`src/rtl/obts_pkg.sv`:
```
// ----------------------------------------------------------------------------
// obts_pkg
// Shared types, constants and helpers for the ordered bitmap tree set.
// ----------------------------------------------------------------------------
`default_nettype none

package obts_pkg;

	localparam int CMD_W   = 3;
	localparam int KEY_W   = 18;
	localparam int CNT_W   = 19;
	localparam int DIG_W   = 6;
	localparam int WORD_W  = 64;
	localparam int LEAF_AW = 12;
	localparam int MID_AW  = 6;
	localparam int LEAF_DEPTH = 4096;
	localparam int MID_DEPTH  = 64;

	typedef enum logic [CMD_W-1:0] {
		CMD_INSERT = 3'd0,
		CMD_ERASE  = 3'd1,
		CMD_MEMBER = 3'd2,
		CMD_MIN    = 3'd3,
		CMD_MAX    = 3'd4,
		CMD_SUCC   = 3'd5,
		CMD_PRED   = 3'd6,
		CMD_UNUSED = 3'd7
	} cmd_t;

	typedef enum logic [2:0] {
		S_CLEAR,
		S_IDLE,
		S_EVAL,
		S_DMID_W,
		S_DLEAF_W,
		S_DONE
	} state_t;

	typedef enum logic [1:0] {
		ACT_DONE,
		ACT_DMID,
		ACT_DLEAF
	} act_t;

	typedef struct packed {
		logic clear;
		logic accept;
		logic eval;
		logic dmid;
		logic dleaf;
		logic push;
	} ctl_cmd_t;

	typedef struct packed {
		logic clear_last;
		act_t act;
	} ctl_sts_t;

	// Position of the lowest or highest set bit; zero for an empty word.
	function automatic logic [DIG_W-1:0] find_bit(input logic [WORD_W-1:0] w,
			input logic lowest);
		logic [DIG_W-1:0] r;
		r = '0;
		if (lowest) begin
			for (int i = WORD_W - 1; i >= 0; i--)
				if (w[i]) r = DIG_W'(i);
		end else begin
			for (int i = 0; i < WORD_W; i++)
				if (w[i]) r = DIG_W'(i);
		end
		return r;
	endfunction

endpackage

`default_nettype wire

```
`src/rtl/obts_ctrl.sv`:
```
// ----------------------------------------------------------------------------
// obts_ctrl
// Sequencer: clearing pass, item evaluation, tree descent, result handoff.
// ----------------------------------------------------------------------------
`default_nettype none

module obts_ctrl (
	input  wire logic              clk,
	input  wire logic              arst_n,
	input  wire logic              in_valid,
	output logic                   in_ready,
	output logic                   out_valid,
	input  wire logic              out_ready,
	input  wire obts_pkg::ctl_sts_t sts,
	output obts_pkg::ctl_cmd_t     cmd
);
	import obts_pkg::*;

	state_t state_q, state_d;
	logic   out_valid_q;

	always_ff @(posedge clk or negedge arst_n) begin
		if (!arst_n) begin
			state_q     <= S_CLEAR;
			out_valid_q <= 1'b0;
		end else begin
			state_q <= state_d;
			if (cmd.push)
				out_valid_q <= 1'b1;
			else if (out_ready)
				out_valid_q <= 1'b0;
		end
	end

	always_comb begin
		state_d = state_q;
		cmd     = '0;
		unique case (state_q)
			S_CLEAR: begin
				cmd.clear = 1'b1;
				if (sts.clear_last) state_d = S_IDLE;
			end
			S_IDLE: begin
				cmd.accept = in_valid;
				if (in_valid) state_d = S_EVAL;
			end
			S_EVAL: begin
				cmd.eval = 1'b1;
				unique case (sts.act)
					ACT_DMID:  state_d = S_DMID_W;
					ACT_DLEAF: state_d = S_DLEAF_W;
					default:   state_d = S_DONE;
				endcase
			end
			S_DMID_W: begin
				cmd.dmid = 1'b1;
				state_d  = S_DLEAF_W;
			end
			S_DLEAF_W: begin
				cmd.dleaf = 1'b1;
				state_d   = S_DONE;
			end
			S_DONE: begin
				if (!out_valid_q || out_ready) begin
					cmd.push = 1'b1;
					state_d  = S_IDLE;
				end
			end
			default: state_d = S_CLEAR;
		endcase
	end

	assign in_ready  = (state_q == S_IDLE);
	assign out_valid = out_valid_q;

endmodule

`default_nettype wire

```
`config.mk`:
```
export PLATFORM = sky130hd
export DESIGN_NAME = obts_ctrl
export DESIGN_NICKNAME = d
export VERILOG_FILES = /design/src/rtl/obts_pkg.sv /design/src/rtl/obts_ctrl.sv
export SDC_FILE = /design/constraint.sdc
export NUM_CORES = 1
export LEC_CHECK = 0
export ABC_CLOCK_PERIOD_IN_PS = 1700
export BUFFER_PORTS_ARGS = -buffer_cell sky130_fd_sc_hd__buf_2
export CAP_MARGIN = 20
export CORE_AREA = 5 5 42 44
export CTS_CLUSTER_SIZE = 28
export DETAILED_ROUTE_END_ITERATION = 10
export DIE_AREA = 0 0 47 49
export GPL_TIMING_DRIVEN = 0
export PLACE_DENSITY = 0.47
export SLEW_MARGIN = 25
export SYNTH_ARGS = -nofsm -noshare
export SYNTH_HDL_FRONTEND = slang
export SYNTH_SLANG_ARGS = --single-unit
```
`constraint.sdc`:
```
create_clock -name clk -period 1.7 [get_ports clk]
set_input_delay 0.085 -clock clk [delete_from_list [all_inputs] [get_ports clk]]
set_output_delay 0.085 -clock clk [all_outputs]
set_load 0.05 [all_outputs]
```
Yosys cells after proc, flatten, opt, wreduce, memory -nomap -nowiden
Cells that the tools add are included.
{"block": "word_totals", "ff_bits": 4, "latchBits": 0, "ram_bits": 0, "romBits": 0, "inputBits": 7, "out_inout_bits": 8, "word_cells": 31, "n_memories": 0}
{"block": "classes", "n_addsub": 0, "mul": 0, "div_mod_pow": 0, "order_cmp": 0, "n_eq_ne": 10, "shifts": 0, "n_mux": 14, "bitwise_logic": 0, "reduce_logical": 5}
{"op": "$pmux 3 s6", "count": 1}
{"op": "$mux 1", "count": 9}
{"op": "$mux 3", "count": 3}
{"op": "$eq 3x2->1 const B", "count": 2}
{"op": "$eq 3x3->1 const B", "count": 2}
{"op": "$ne 2x2->1 const B", "count": 3}
{"op": "$pmux 3 s2", "count": 1}
{"op": "$eq 3x1->1 const B", "count": 1}
{"op": "$logic_not 3->1", "count": 1}
{"op": "$reduce_and 3->1", "count": 1}
{"op": "$eq 2x1->1 const B", "count": 1}
{"op": "$eq 2x2->1 const B", "count": 1}
{"op": "$reduce_bool 2->1", "count": 1}
{"op": "$logic_not 1->1", "count": 1}
{"op": "$logic_or 1x1->1", "count": 1}

Depth between registers and ports, before layout
{"block": "depth", "depth_word": 5, "ltp_mapped": 4, "ltp_nobuf": 3}

Worst setup path after synthesis
No wires, ideal clock.
{"block": "synth_path", "kind": "reg2out", "start": "reg state_q[0]", "end": "out cmd[4] (netlist bit)", "t_arrival_ps": 2040, "required_time_ps": 1615, "path_slack_ps": -425, "path_stages_with_launch": 4, "n_path_buf": 1, "path_cell_list": "dfrtp_1 buf_4 inv_1 nor4_1"}
{"item": "from (decl)", "line": "obts_ctrl.sv:19", "rtl": "state_t state_q, state_d;"}
{"item": "from (signal assigned)", "line": "obts_ctrl.sv:27", "rtl": "state_q <= state_d;"}
{"item": "to (decl)", "line": "obts_ctrl.sv:15", "rtl": "output obts_pkg::ctl_cmd_t cmd"}

==> impl_metrics.tcl <==
set metrics [dict create \
    peakVddDrop_mv 0.870 \
    grt_pass1_vias 292 \
    fp.dieH_um 49 \
    status "finished clean" \
    crit_chain "buf_4 > nor2b_1 > and3_2 > buf_2" \
    ff2ff_path_depth 4 \
    worstHoldPathType "in -> reg" \
    rrSetupSlack_ns 0.68 \
    hold_buffers 1 \
    n_antenna_cell 0 \
    overflow 0 \
    drc 0 \
    grtUsageTotal 0.0748 \
    timing.slew.headroom 0.835 \
    start_kind "register" \
    placed_cells 61 \
    firstDrtPassIters 3 \
    slowest_stage "dfrtp_1" \
    ys_warn_count 0 \
    holdPathStages 3 \
    nFillCells 164 \
    synthesis.area_um2 287 \
    tightest_slew_ns 0.250 \
    synth_top_area_cell "dfrtp_1" \
    slew_violations 0 \
    finClkSkew_ns 0.00160 \
    yosysUniqueCellTypes 18 \
    fmax_ghz 0.675 \
    cts.repair.resized 0 \
    cts_tree "built" \
    drive_gt1_frac 0.551 \
    final_nets 58 \
    setup_viol 0 \
    synth_area_leaders "dfrtp_1, a2bb2oi_2, and3_2" \
    maxCapViolCount 0 \
    postCtsSetupRepairBufs 0 \
    hp-start "in_valid" \
    critPathKind "reg -> out" \
    rows 14 \
    syn_to_final_growth_pct 45.0 \
    cp_data_required_time_ns 1.62 \
    core_area_um2 1400 \
    ys_seq_elements 4 \
    vias_per_cell 4.18 \
    syn_avg_cell_area_um2 9.24 \
    synth.top_cell.area_share 0.349 \
    hold_violations 0 \
    grt_pass1_wl_um 1210 \
    routedWlPerCell_um 10.1 \
    clockBufferDepth 2 \
    drt_iter0_markers 1 \
    ys_seq_area_frac 0.349 \
    syn_inst 31 \
    rsz0062_at_grt "false" \
    grt_max_degree 11 \
    reg2reg_from "state_q[2]" \
    cp_slowest_stage_delay_ns 0.35 \
    setup_tns_ns 0 \
    clk_pin_slew_ns 0.04 \
    cts_buffers 3 \
    antenna_found_initial 0 \
    die_w_um 47 \
    die_area_um2 2300 \
    vias 272 \
    p_leak_nw 0.219 \
    ios 15 \
    cp_max_fo 9 \
    regArea_um2 100 \
    utilization 0.296 \
    htreeDepth 1 \
    clkSinkCount 4 \
    cp.arrival_ns 1.40 \
    gp_congestion 0.666 \
    fin_crit_ns 1.48 \
    end_kind "output pin" \
    syn_nets 38 \
    multi_input_area_um2 155 \
    wl_um 654 \
    r2r-end "state_q[0]" \
    start_util 0.204 \
    root_buffer "clkbuf_4" \
    insertion_delay_ns 0.24 \
    io_buffer_count 14 \
    fin_crit_sh 0.871 \
    ant_nets 0 \
    stdcell_count 65 \
    cellPowerDensity_nw_per_um2 2240 \
    min_to "state_q[1]" \
]
==> stage by stage <==
stage	instance area, µm²	setup WS (ns)	total power, mW	hold WS [ns]
6_report	415	0.219	0.932	0.129
5_1_grt	415	0.126	1.00	0.159
4_1_cts	415	0.204	0.947	0.125
3_5_place_dp	383	0.481	0.815	-0.106
3_3_place_gp	383	0.487	0.818	-0.107
2_1_floorplan	293	0.0168	0.696	-0.211
==> area by class of cell <==
cell class	count	area share
inverters	3	0.0271
multi-input cells	21	0.373
flip-flops and latches	4	0.241
well taps	16	0.0482
plain buffers	3	0.0633
clock buffers	3	0.0542
repair buffers	15	0.193
==> kinds of logic after synthesis <==
logic type / count (synthesis) / synth area share
compound gates: 6 / 0.188
buf+inv: 6 / 0.131
simple gates: 15 / 0.332
flops: 4 / 0.349
==> registers in the layout, summed over array words and instances (netlist names) <==
| name | cells |
|---|---|
| out_valid | 1 |
| state_q | 3 |
==> worst max path at each step <==
stage / slack (ns) / startpoint / cells past startpoint / to
after floorplan: 0.02 / state_q[0] / 3 / in_ready
after global placement: 0.49 / state_q[1] / 4 / cmd[0]
after detailed placement: 0.48 / state_q[1] / 4 / cmd[0]
after CTS: 0.20 / state_q[1] / 4 / cmd[0]
after global routing: 0.13 / state_q[1] / 4 / cmd[0]
final: 0.22 / state_q[1] / 4 / cmd[0]
==> placed cells by master (no fill, tap or decap), drive strengths merged <==
master	instances
inv	3
and3	2
nor3b	1
o22ai	1
buf	17
nor4	1
a2bb2oi	1
a21oi	2
nor3	2
nor2b	2
clkbuf	3
nand2b	2
nor2	3
nand2	2
a22oi	1
dfrtp	4
o2bb2ai	1
dlygate4sd3	1
==> worst max-delay path, delay by kind of cell (launching register included) <==
family | cells | cell delay [ns]
AND/OR/NAND/NOR | 2 | 0.39
buffers and inverters | 2 | 0.42
flip-flops | 1 | 0.35
==> power by group <==
part / switching [mW] / leakage, nW / internal [mW]
logic: 0.458 / 0.154 / 0.204
registers: 0.0140 / 0.0514 / 0.136
clock network: 0.0412 / 0.0138 / 0.0791
total: 0.514 / 0.219 / 0.419
==> cell usage after synthesis <==
cell type,instances
o2bb2ai_1,1
buf_4,2
nand2_1,2
and3_2,2
nor3b_2,1
a21oi_1,2
o22ai_2,1
nor2b_1,2
a22oi_1,1
nand2b_4,1
dfrtp_1,4
inv_1,3
nand2b_1,1
buf_6,1
nor4_1,1
a2bb2oi_2,1
nor2_1,3
nor3_1,2
==> layer usage <==
layer,wire length [µm],part of all wire,up-vias,track usage
met5,0,0,-,0
met4,0,0,0,0.0276
met3,61,0.093,0,0.0554
met2,309,0.47,10,0.0928
met1,283,0.43,121,0.0973
li1,-,-,141,-
Note: power is estimated with default switching activity, not from simulation.
